===== src/sv/lfu_cache_table_unit_assert.svh =====
// assertion macros shared by the cache table block
`ifndef LFU_CACHE_TABLE_UNIT_ASSERT_SVH
`define LFU_CACHE_TABLE_UNIT_ASSERT_SVH

// same-cycle implication, checked on clk with arst_n as reset
`define LFU_ASSERT_IMP(lbl, pre, con) \
	lbl: assert property (@(posedge clk) disable iff (!arst_n) (pre) |-> (con)) \
		else $error("lfu assertion failed");

// next-cycle implication
`define LFU_ASSERT_NEXT(lbl, pre, con) \
	lbl: assert property (@(posedge clk) disable iff (!arst_n) (pre) |=> (con)) \
		else $error("lfu assertion failed");

`endif


===== src/sv/lfu_pkg.sv =====
// ----------------------------------------------------------------------------
// lfu_pkg
// Sizes, types and codes of the least-frequently-used cache table.
// ----------------------------------------------------------------------------
package lfu_pkg;

	localparam int ENTRIES    = 16;
	localparam int COUNT_BITS = 16;
	localparam int IDX_W      = (ENTRIES > 1) ? $clog2(ENTRIES) : 1;
	localparam int OCC_W      = $clog2(ENTRIES + 1);
	localparam int KEY_W      = 32;
	localparam int VAL_W      = 32;
	localparam int CAP_W      = 5;
	localparam int CMP_W      = (OCC_W > CAP_W) ? OCC_W : CAP_W;

	localparam logic [CAP_W-1:0] CAP_RESET = 5'd16;
	localparam logic [VAL_W-1:0] READ_MISS = {VAL_W{1'b1}};
	localparam logic [COUNT_BITS-1:0] COUNT_ONE = COUNT_BITS'(1);

	localparam logic MODE_GET = 1'b0;
	localparam logic MODE_PUT = 1'b1;

	typedef logic [IDX_W-1:0]      idx_t;
	typedef logic [COUNT_BITS-1:0] cnt_t;

	typedef enum logic [1:0] {
		CMD_NONE,
		CMD_TOUCH,
		CMD_REPLACE
	} op_t;

	typedef enum logic [1:0] {
		S_IDLE,
		S_SCAN,
		S_UPDATE
	} state_t;

	// broadcast to every cell
	typedef struct packed {
		op_t              op;
		idx_t             tgt;
		idx_t             tgt_rank;
		logic             set_value;
		logic [VAL_W-1:0] value;
		logic [KEY_W-1:0] key;
		logic             evict;
		idx_t             vic;
		idx_t             vic_rank;
	} cmd_t;

	// token handed from cell to cell during the scan
	typedef struct packed {
		logic             hit;
		idx_t             hit_idx;
		idx_t             hit_rank;
		logic [VAL_W-1:0] hit_val;
		logic             vic_found;
		idx_t             vic_idx;
		cnt_t             vic_cnt;
		idx_t             vic_rank;
		logic             free_found;
		idx_t             free_idx;
	} tok_t;

endpackage


===== src/sv/lfu_req_if.sv =====
// ----------------------------------------------------------------------------
// lfu_req_if
// Request channel: one get or put item.
// ----------------------------------------------------------------------------
interface lfu_req_if;
	logic              valid;
	logic              ready;
	logic              mode;
	logic [31:0]       key;
	logic signed [31:0] value;

	modport source (output valid, mode, key, value, input ready);
	modport sink (input valid, mode, key, value, output ready);
endinterface


===== src/sv/lfu_rsp_if.sv =====
// ----------------------------------------------------------------------------
// lfu_rsp_if
// Response channel: one result item per request.
// ----------------------------------------------------------------------------
interface lfu_rsp_if;
	logic               valid;
	logic               ready;
	logic               hit;
	logic signed [31:0] read_value;

	modport source (output valid, hit, read_value, input ready);
	modport sink (input valid, hit, read_value, output ready);
endinterface


===== src/sv/lfu_cfg_if.sv =====
// ----------------------------------------------------------------------------
// lfu_cfg_if
// Configuration write channel for the capacity register.
// ----------------------------------------------------------------------------
interface lfu_cfg_if;
	logic       valid;
	logic       ready;
	logic [4:0] data;

	modport source (output valid, data, input ready);
	modport sink (input valid, data, output ready);
endinterface


===== src/sv/lfu_cell.sv =====
// ----------------------------------------------------------------------------
// lfu_cell
// One cache entry: folds itself into the scan token and applies updates.
// ----------------------------------------------------------------------------
module lfu_cell import lfu_pkg::*; (
	input  logic clk,
	input  logic arst_n,
	input  idx_t cell_idx,
	input  cmd_t cmd,
	input  tok_t tok_in,
	output tok_t tok_out,
	output logic valid
);

	logic             valid_q;
	logic [KEY_W-1:0] key_q;
	logic [VAL_W-1:0] value_q;
	cnt_t             cnt_q;
	idx_t             rank_q;
	tok_t             tok_d;
	tok_t             tok_q;

	always_comb begin
		tok_d = tok_in;
		if (!tok_in.hit && valid_q && key_q == cmd.key) begin
			tok_d.hit      = 1'b1;
			tok_d.hit_idx  = cell_idx;
			tok_d.hit_rank = rank_q;
			tok_d.hit_val  = value_q;
		end
		// lower count wins, ties go to the older entry
		if (valid_q && (!tok_in.vic_found || cnt_q < tok_in.vic_cnt ||
				(cnt_q == tok_in.vic_cnt && rank_q > tok_in.vic_rank))) begin
			tok_d.vic_found = 1'b1;
			tok_d.vic_idx   = cell_idx;
			tok_d.vic_cnt   = cnt_q;
			tok_d.vic_rank  = rank_q;
		end
		if (!tok_in.free_found && !valid_q) begin
			tok_d.free_found = 1'b1;
			tok_d.free_idx   = cell_idx;
		end
	end

	always_ff @(posedge clk or negedge arst_n) begin
		if (!arst_n) begin
			tok_q   <= '0;
			valid_q <= 1'b0;
		end else begin
			tok_q <= tok_d;
			unique case (cmd.op)
				CMD_TOUCH: begin
					if (cell_idx == cmd.tgt) begin
						rank_q <= '0;
						if (cnt_q != '1) begin
							cnt_q <= cnt_q + COUNT_ONE;
						end
						if (cmd.set_value) begin
							value_q <= cmd.value;
						end
					end else if (valid_q && rank_q < cmd.tgt_rank) begin
						rank_q <= rank_q + IDX_W'(1);
					end
				end
				CMD_REPLACE: begin
					if (cell_idx == cmd.tgt) begin
						valid_q <= 1'b1;
						key_q   <= cmd.key;
						value_q <= cmd.value;
						cnt_q   <= COUNT_ONE;
						rank_q  <= '0;
					end else if (cmd.evict && cell_idx == cmd.vic) begin
						valid_q <= 1'b0;
					end else if (valid_q) begin
						if (cmd.evict && rank_q > cmd.vic_rank) begin
							rank_q <= rank_q;
						end else begin
							rank_q <= rank_q + IDX_W'(1);
						end
					end
				end
				default: begin
				end
			endcase
		end
	end

	assign tok_out = tok_q;
	assign valid   = valid_q;

endmodule


===== src/sv/lfu_cache_table_unit.sv =====
// ----------------------------------------------------------------------------
// lfu_cache_table_unit: one request item at a time; after a request is taken the
// token walks the cell row in the scan state, then the update state registers the
// response; a waiting response holds the update and the next request.
// Reset clears valid bits and occupancy and sets capacity to 16; no clear pass.
// ----------------------------------------------------------------------------
module lfu_cache_table_unit import lfu_pkg::*; (
	input  logic clk,
	input  logic arst_n,
	lfu_cfg_if.sink   cfg,
	lfu_req_if.sink   req,
	lfu_rsp_if.source rsp
);

	`include "lfu_cache_table_unit_assert.svh"

	state_t           state_q;
	state_t           state_d;
	idx_t             scan_q;
	logic [CAP_W-1:0] cap_q;
	logic [OCC_W-1:0] occ_q;
	logic             mode_q;
	logic [KEY_W-1:0] key_q;
	logic [VAL_W-1:0] value_q;
	logic             rsp_valid_q;
	logic             rsp_hit_q;
	logic [VAL_W-1:0] rsp_val_q;

	cmd_t             cmd;
	tok_t             tok [ENTRIES];
	logic [ENTRIES-1:0] valid_bits;
	tok_t             res;
	logic             go;
	logic             res_hit;
	logic [VAL_W-1:0] res_val;
	logic             occ_inc;
	logic [CMP_W-1:0] eff_cap;
	logic             need_evict;

	genvar gi;
	generate
		for (gi = 0; gi < ENTRIES; gi++) begin : g_cell
			lfu_cell u_cell (
				.clk     (clk),
				.arst_n  (arst_n),
				.cell_idx(IDX_W'(gi)),
				.cmd     (cmd),
				.tok_in  ((gi == 0) ? tok_t'('0) : tok[(gi == 0) ? 0 : gi - 1]),
				.tok_out (tok[gi]),
				.valid   (valid_bits[gi])
			);
		end
	endgenerate

	assign res = tok[ENTRIES-1];
	assign go  = (state_q == S_UPDATE) && (!rsp_valid_q || rsp.ready);

	always_comb begin
		if (cap_q == '0) begin
			eff_cap = CMP_W'(1);
		end else if (CMP_W'(cap_q) > CMP_W'(ENTRIES)) begin
			eff_cap = CMP_W'(ENTRIES);
		end else begin
			eff_cap = CMP_W'(cap_q);
		end
	end
	assign need_evict = CMP_W'(occ_q) >= eff_cap;

	// next state
	always_comb begin
		state_d = state_q;
		unique case (state_q)
			S_IDLE:   if (req.valid) state_d = S_SCAN;
			S_SCAN:   if (scan_q == IDX_W'(ENTRIES - 1)) state_d = S_UPDATE;
			S_UPDATE: if (go) state_d = S_IDLE;
			default:  state_d = S_IDLE;
		endcase
	end

	// outputs and cell commands
	always_comb begin
		cmd           = '0;
		cmd.op        = CMD_NONE;
		cmd.key       = key_q;
		cmd.value     = value_q;
		cmd.vic       = res.vic_idx;
		cmd.vic_rank  = res.vic_rank;
		res_hit       = res.hit;
		res_val       = '0;
		occ_inc       = 1'b0;
		if (go) begin
			if (res.hit) begin
				cmd.op        = CMD_TOUCH;
				cmd.tgt       = res.hit_idx;
				cmd.tgt_rank  = res.hit_rank;
				cmd.set_value = (mode_q == MODE_PUT);
				res_val       = (mode_q == MODE_PUT) ? '0 : res.hit_val;
			end else if (mode_q == MODE_GET) begin
				res_val = READ_MISS;
			end else begin
				cmd.op    = CMD_REPLACE;
				cmd.evict = need_evict;
				occ_inc   = !need_evict;
				// first free slot once the victim is gone
				if (!need_evict) begin
					cmd.tgt = res.free_idx;
				end else if (res.free_found && res.free_idx < res.vic_idx) begin
					cmd.tgt = res.free_idx;
				end else begin
					cmd.tgt = res.vic_idx;
				end
			end
		end
	end

	always_ff @(posedge clk or negedge arst_n) begin
		if (!arst_n) begin
			state_q     <= S_IDLE;
			scan_q      <= '0;
			cap_q       <= CAP_RESET;
			occ_q       <= '0;
			rsp_valid_q <= 1'b0;
		end else begin
			state_q <= state_d;
			if (state_q == S_SCAN) begin
				scan_q <= scan_q + IDX_W'(1);
			end else begin
				scan_q <= '0;
			end
			if (cfg.valid) begin
				cap_q <= cfg.data;
			end
			if (occ_inc) begin
				occ_q <= occ_q + OCC_W'(1);
			end
			if (go) begin
				rsp_valid_q <= 1'b1;
			end else if (rsp.ready) begin
				rsp_valid_q <= 1'b0;
			end
		end
	end

	always_ff @(posedge clk) begin
		if (req.valid && req.ready) begin
			mode_q  <= req.mode;
			key_q   <= req.key;
			value_q <= req.value;
		end
		if (go) begin
			rsp_hit_q <= res_hit;
			rsp_val_q <= res_val;
		end
	end

	assign cfg.ready      = 1'b1;
	assign req.ready      = (state_q == S_IDLE);
	assign rsp.valid      = rsp_valid_q;
	assign rsp.hit        = rsp_hit_q;
	assign rsp.read_value = rsp_val_q;

	`LFU_ASSERT_IMP(a_occ_matches_valid, 1'b1, $countones(valid_bits) == int'(occ_q))
	`LFU_ASSERT_NEXT(a_accept_starts_scan, req.valid && req.ready, state_q == S_SCAN)
	`LFU_ASSERT_NEXT(a_update_gives_rsp, go, rsp.valid && state_q == S_IDLE)
	`LFU_ASSERT_IMP(a_occ_bound, 1'b1, occ_q <= OCC_W'(ENTRIES))

endmodule

===== src/flat_wrapper.sv =====
// flat-port wrapper written by rule: the top's interface ports become plain ports
module lfu_cache_table_unit_flat import lfu_pkg::*;
  (clk, arst_n, cfg_valid, cfg_data, cfg_ready, req_valid, req_mode, req_key, req_value, req_ready, rsp_valid, rsp_hit, rsp_read_value, rsp_ready);
  lfu_cfg_if cfg_i ();
  lfu_req_if req_i ();
  lfu_rsp_if rsp_i ();
  input  logic clk;
  input  logic arst_n;
  input wire logic [$bits(cfg_i.valid)-1:0] cfg_valid;
  input wire logic [$bits(cfg_i.data)-1:0] cfg_data;
  output wire logic [$bits(cfg_i.ready)-1:0] cfg_ready;
  input wire logic [$bits(req_i.valid)-1:0] req_valid;
  input wire logic [$bits(req_i.mode)-1:0] req_mode;
  input wire logic [$bits(req_i.key)-1:0] req_key;
  input wire logic [$bits(req_i.value)-1:0] req_value;
  output wire logic [$bits(req_i.ready)-1:0] req_ready;
  output wire logic [$bits(rsp_i.valid)-1:0] rsp_valid;
  output wire logic [$bits(rsp_i.hit)-1:0] rsp_hit;
  output wire logic [$bits(rsp_i.read_value)-1:0] rsp_read_value;
  input wire logic [$bits(rsp_i.ready)-1:0] rsp_ready;
  assign cfg_i.valid = cfg_valid;
  assign cfg_i.data = cfg_data;
  assign cfg_ready = cfg_i.ready;
  assign req_i.valid = req_valid;
  assign req_i.mode = req_mode;
  assign req_i.key = req_key;
  assign req_i.value = req_value;
  assign req_ready = req_i.ready;
  assign rsp_valid = rsp_i.valid;
  assign rsp_hit = rsp_i.hit;
  assign rsp_read_value = rsp_i.read_value;
  assign rsp_i.ready = rsp_ready;
  lfu_cache_table_unit u_core (.clk(clk), .arst_n(arst_n), .cfg(cfg_i), .req(req_i), .rsp(rsp_i));
endmodule

===== config.mk =====
export PLATFORM = sky130hd
export DESIGN_NAME = lfu_cache_table_unit_flat
export DESIGN_NICKNAME = d
export VERILOG_FILES = /design/src/sv/lfu_pkg.sv /design/src/sv/lfu_req_if.sv /design/src/sv/lfu_rsp_if.sv /design/src/sv/lfu_cfg_if.sv /design/src/sv/lfu_cell.sv /design/src/sv/lfu_cache_table_unit.sv /design/src/flat_wrapper.sv
export VERILOG_INCLUDE_DIRS = /design/src /design/src/sv
export SDC_FILE = /design/constraint.sdc
export NUM_CORES = 2
export LEC_CHECK = 0
export BUFFER_PORTS_ARGS = -buffer_cell sky130_fd_sc_hd__buf_2
export CAP_MARGIN = 20
export CORE_MARGIN = 2
export CORE_UTILIZATION = 55
export DETAILED_ROUTE_END_ITERATION = 8
export GPL_TIMING_DRIVEN = 0
export PLACE_DENSITY = 0.73
export SLEW_MARGIN = 20
export SYNTH_ARGS = -nofsm -noshare
export SYNTH_HDL_FRONTEND = slang
export SYNTH_SLANG_ARGS = --single-unit
export TNS_END_PERCENT = 1

===== constraint.sdc =====
create_clock -name clk -period 5.78 [get_ports clk]
set_input_delay 1.156 -clock clk [delete_from_list [all_inputs] [get_ports clk]]
set_output_delay 1.156 -clock clk [all_outputs]
set_load 0.02 [all_outputs]

## After elaboration in Yosys (flattened, before gate mapping)

Cells that the tools add are included.

- Bits of input ports: 75
- Output and inout port bits: 36
- Word-level logic and storage cells: 1197
- Bits in registers: 2594

- Reduce and logical (&&, ||, !) cells: 323
- Multiplexer cells: 329
- Order comparisons: 65
- Equality and inequality tests: 198
- Add/subtract/negate cells: 34

Operators with widths:

| kind | number |
|---|---|
| $mux W32 | 36 |
| $pmux W32 S2 | 16 |
| $mux W16 | 48 |
| $mux W41 | 16 |
| $eq A32 B32 Y1 | 16 |
| $pmux W16 S2 | 16 |
| $mux W4 | 99 |
| $mux W25 | 15 |
| $add A16 B1 Y16 const B | 16 |
| $ne A16 B16 Y1 const B | 16 |
| $eq A16 B16 Y1 | 15 |
| $lt A16 B16 Y1 | 15 |
| $ne A3 B3 Y1 const B | 64 |
| $reduce_and A5 Y1 | 32 |
| $pmux W4 S2 | 16 |
| $logic_and A1 B1 Y1 | 127 |
| $gt A4 B4 Y1 | 31 |
| $ne A2 B2 Y1 const B | 49 |
| $reduce_and A6 Y1 | 16 |
| $mux W5 | 19 |
| $add A4 B1 Y4 const B | 17 |
| $lt A4 B4 Y1 | 17 |
| $eq A4 B4 Y1 const A | 16 |
| $logic_not A1 Y1 | 62 |
| 23 further kinds | 159 |

## Depth between registers and ports, before layout

- Word-level depth: 13
- Gate-level depth with buffers: 14
- Mapped depth without buffers: 11

## Hierarchy

From an unflattened synthesis, not the netlist that was laid out.

- Cells, all modules: 7801
- Area, all modules: 114265.8 um2

By module, submodules not included:

| module | cells each | area an instance (um2) | sequential area each (um2) | times used |
|---|---|---|---|---|
| lfu_cell at u_core.g_cell[10].u_cell ... | 470 | 6855.3 | 4324.1 | 12 |
| lfu_cell at u_core.g_cell[7].u_cell | 470 | 7030.5 | 4324.1 | 1 |
| lfu_cell at u_core.g_cell[8].u_cell | 470 | 6890.4 | 4324.1 | 1 |
| lfu_cell at u_core.g_cell[0].u_cell | 470 | 6871.6 | 4324.1 | 1 |
| lfu_cell at u_core.g_cell[9].u_cell | 464 | 6779.0 | 4324.1 | 1 |
| lfu_cache_table_unit | 287 | 4430.5 | 3369.5 | 1 |

## Worst setup path after synthesis

Ideal clock, no wire load.

- Path kind: input to register
- Start: input rsp_ready
- End: register u_core.g_cell[5].u_cell.value_q[0] (enable)
- Stages on the path: 12
- Setup slack: -0.753 ns
- Arrival time: 6.072 ns
- Data required time: 5.319 ns
- Setup time: 0.461 ns
- Path buffers: 3
- Cells stage by stage: nor2b_1 -> nor2_2 -> nand3b_1 -> inv_1 -> buf_4 -> ha_1 -> clkbuf_1 -> inv_1 -> o21ai_0 -> nand2_1 -> buf_1 -> nor3_1

- Cells in the longest elaborated chain, start to end: 6
- Elaborated cells on any way between the ends: 11
- Classes of those cells: 6 x eq/ne; 1 x mux; 4 x reduce/logical

Ends and longest elaborated chain:

| element | RTL line | source |
|---|---|---|
| from (decl) | flat_wrapper.sv:20 | `input wire logic [$bits(rsp_i.ready)-1:0] rsp_ready;` |
| $logic_or A1 B1 Y1 * | lfu_cache_table_unit.sv:56 | `assign go = (state_q == S_UPDATE) && (!rsp_valid_q \|\| rsp.ready);` |
| $logic_and A1 B1 Y1 * | lfu_cache_table_unit.sv:56 |  |
| via u_core.go | lfu_cache_table_unit.sv:33 | `logic go;` |
| $mux W11 * | lfu_cache_table_unit.sv:91 | `if (go) begin` |
| $eq A3 B4 Y1, or another cell as far along | lfu_cell.sv:53, lfu_cell.sv:66 |  |
| $ne A2 B2 Y1 (no source line), or another cell as far along | n/a |  |
| $reduce_and A5 Y1 (no source line) * | n/a |  |
| to (signal assigned) | lfu_cell.sv:59 | `value_q <= cmd.value;` |
| to (signal assigned) | lfu_cell.sv:69 | `value_q <= cmd.value;` |
| to (decl) | lfu_cell.sv:17 | `logic [VAL_W-1:0] value_q;` |

The timed path passes the listed nets; every way through them passes the cells marked *.
A chain may end at the register's enable or synchronous reset.

==> flow_metrics.py <==
metrics = {
    "synthesis": {
        "synth-simple-area-share_pct": 9.84,
        "yosys_warnings": 0,
        "synth_xor_area_share_pct": 5.67,
        "muxShareOfSynthArea_pct": 6.78,
        "synth_cell_types": 92,
        "syn_inst": 8298,
        "async_flop_share_pct": 43.4,
        "synth_top_family_by_area": "simple AND/OR/NAND/NOR gates",
        "syn-cell-area_um2": 112000,
        "avgSynthCellArea_um2": 13.5,
        "synth_compound_area_share_pct": 6.31,
        "ys_seq_area_share_pct": 63.4,
        "synth-edff-count": 1442,
        "syn_nets": 8829,
        "synth-seq-cells": 2549,
        "synth_fa_ha_area_share_pct": 5.10,
        "synthFlopType": "edfxtp_1",
    },
    "timing": {
        "layout_setup_ws_ns": -0.0888,
        "tns_ns": -0.0888,
        "report.final.slew_viol_count": 0,
        "period_needed_ns": 5.87,
        "finClkSkew_ns": 0.0828,
        "hold_violations": 0,
        "fmax_mhz": 170,
        "finalSetupViolCount": 1,
        "tightest_slew_ns": 1.29,
        "fin_crit_sh_pct": 102,
        "slew_headroom_pct": 12.5,
        "grt_setup_unrepaired": "yes",
    },
    "floorplan": {
        "initial_utilization_pct": 55.3,
        "die_y_um": 455,
        "core_um2": 202000,
        "rows": 165,
        "dieArea_um2": 207000,
        "dieWidth_um": 455,
        "ios": 111,
    },
    "placed_design": {
        "gp_congestion": 0.914,
        "portBuffers": 109,
        "dp_hpwl_um": 205000,
        "post-place-ws_ns": -1.21,
        "dp_cells": 11211,
    },
    "detailed_routing": {
        "drc": 0,
        "avgViaCountPerCell": 6.03,
        "wl_per_cell_um": 25.6,
        "wl_um": 299000,
        "ant_nets": 0,
        "drt_pre_antenna_iters": 6,
        "vias": 70586,
        "drtIter0Drc": 7536,
    },
    "clocking": {
        "clock_latency_ns": 0.92,
        "cts_buffers": 281,
        "cts_buffer_depth": 4,
        "cts_tree": "yes",
        "ctsHoldBuffers": 0,
        "cts_root_buffer": "clkbuf_16",
        "h-tree-depth": 5,
        "cts.sinks": 2549,
        "cts.reportedPaths.clkPinSlew_ns": 0.06,
    },
    "run_status": {
        "status": "finished, violations left",
        "violations": "setup timing",
    },
    "pwr": {
        "ir_worst_vdd_uv": 307,
        "powerDensity_nw_per_um2": 345,
        "p_total_uw": 43700,
        "p_leak_uw": 0.0510,
    },
    "global_route": {
        "grt_pass1_wl_um": 447000,
        "grt.total_usage_pct": 28.8,
        "antenna_found_initial": 21,
        "grt_max_degree": 137,
        "gr-total-overflow": 0,
        "grt_pass1_vias": 71451,
    },
    "layout": {
        "fin_cells": 11711,
        "utilization_pct": 62.6,
        "drive_gt1_share_pct": 17.7,
        "areaGrowthSynthToFinish_pct": 13.2,
        "fin_nets": 9358,
    },
    "critical_path": {
        "r2r-start": "u_core.key_q[13]",
        "end_kind": "flop",
        "start_kind": "flop",
        "worst-setup-path-type": "reg -> reg",
        "startpoint": "u_core.key_q[13]",
        "crit_required_ns": 6.47,
        "worstPathMaxFanout": 17,
        "arrival_ns": 6.56,
    },
    "hold_path": {
        "hp-class": "in -> async",
    },
    "flow_run": {
        "timing.max_cap.violations": 0,
    },
}
[cell type report]
| type | count | area (um^2) |
|---|---|---|
| diodes | 9 | 22.5 |
| inverters | 374 | 1400 |
| clock inverters | 77 | 744 |
| flip-flops and latches | 2549 | 71000 |
| fillers | 14955 | 75600 |
| well taps | 2672 | 3340 |
| multi-input cells | 4969 | 38000 |
| repair buffers | 245 | 2290 |
| clock buffers | 409 | 8030 |
| plain buffers | 407 | 1820 |
[cells by family after synthesis]
family,count (synthesis)
compound gates,1073
xor+xnor,725
fa+ha+maj,456
buf+inv,781
flops,2549
mux,674
other cells,1
simple gates,2039
[registers in the layout, summed over array words and instances, names as in the netlist]
register / cells
u_core.g_cell.u_cell.valid: 16
u_core.rsp.hit: 1
u_core.rsp.read_value: 32
u_core.occ_q: 5
u_core.mode_q: 1
u_core.g_cell.u_cell.key_q: 512
u_core.value_q: 32
u_core.g_cell.u_cell.tok_out: 1074
u_core.scan_q: 4
u_core.g_cell.u_cell.rank_q: 64
u_core.g_cell.u_cell.value_q: 512
u_core.rsp.valid: 1
u_core.g_cell.u_cell.cnt_q: 256
u_core.cap_q: 5
u_core.state_q: 2
u_core.key_q: 32
[where the power goes]
part / internal, uW / leakage [uW] / switching, uW
combinational: 2000 / 0.0189 / 3220
sequential: 20200 / 0.0278 / 1090
clock: 10200 / 0.00430 / 7050
[per-stage QoR]
stage               hold slack [ns]  instance area (um^2)
floorplan                     0.388                112000
global placement              0.410                116000
detailed placement            0.401                118000
CTS                           0.192                127000
global route                  0.217                127000
finish                        0.153                127000
[routing by layer]
layer / share of wire (%) / GRT usage [%] / vias to the layer above / wire [um]
met3: 7.2 / 4.54 / 756 / 21400
met5: 0.020 / 0 / - / 60
li1: - / - / 31315 / -
met1: 41 / 38.7 / 35576 / 121000
met2: 48 / 46.6 / 2931 / 142000
met4: 4.7 / 13.1 / 8 / 14200
[layout by cell type, fill, tap and decap left out, types with 72 or more instances in the layout]
cell type,synthesis,routed
nand4_1,209,209
mux2_2,660,660
buf_4,11,72
o211ai_1,112,112
clkbuf_16,0,292
nor2_1,388,388
nor2b_1,128,128
and3_1,83,83
a21oi_1,358,345
nand2_1,301,301
edfxtp_1,1442,1442
and2_1,100,99
dfrtp_1,1106,1106
xor2_1,256,256
ha_1,456,456
nand2b_1,85,85
nand3_1,296,295
a311oi_1,102,102
xnor2_1,469,469
inv_1,374,374
buf_2,120,230
o21ai_0,202,201
clkbuf_1,253,330
or4_1,124,124
[Yosys cell counts, types with 44 or more instances]
library cell  count  share of area (%)
edfxtp_1       1442                 39
dfrtp_1        1106                 25
mux2_2          660                6.6
xnor2_1         469                3.7
ha_1            456                5.1
nor2_1          388                1.3
inv_1           374                1.3
a21oi_1         358                1.6
nand2_1         301                1.0
nand3_1         296                1.3
xor2_1          256                2.0
clkbuf_1        253               0.85
nand4_1         209                1.2
o21ai_0         202               0.90
nor2b_1         128               0.72
or4_1           124               0.83
buf_2           120               0.54
o211ai_1        112               0.75
a311oi_1        102               0.80
and2_1          100               0.56
nand2b_1         85               0.48
and3_1           83               0.46
nor3_1           74               0.33
o21a_1           63               0.42
or2_2            51               0.29
or3_1            50               0.28
nor4_1           48               0.27
a21o_1           44               0.30
[worst paths after layout]
path	cells past startpoint	slack [ns]	end
worst min register to register	1	0.40	u_core.g_cell[7].u_cell.tok_out[68]
worst min-delay path	1	0.15	u_core.g_cell[9].u_cell.tok_out[19]
min in group clk	1	0.40	u_core.key_q[5]
worst max-delay path	8	-0.09	u_core.g_cell[15].u_cell.tok_out[62]
worst max register to register	8	-0.09	u_core.g_cell[15].u_cell.tok_out[62]
max in group asynchronous	5	2.97	u_core.g_cell[0].u_cell.tok_out[49]
[critical path: stages (launching register included)]
cell and delay, ns:
edfxtp_1 0.97, clkbuf_1 0.55, buf_2 0.52, xnor2_1 0.18
nand4_1 0.13, nor4b_1 1.10, nand3_2 0.71, clkbuf_1 0.60
o21ai_0 0.83
[what timing repair did]
item | 4_1_cts | 5_1_grt
pin swaps | 1 | 2
endpoints found under the setup margin | 136 | 48
gates resized for setup | 5 | 0
cloned | 1 | 0
endpoints found under the hold margin | 0 | 0
setup buffers | 0 | 2
Power figures use the tool's default switching activity.
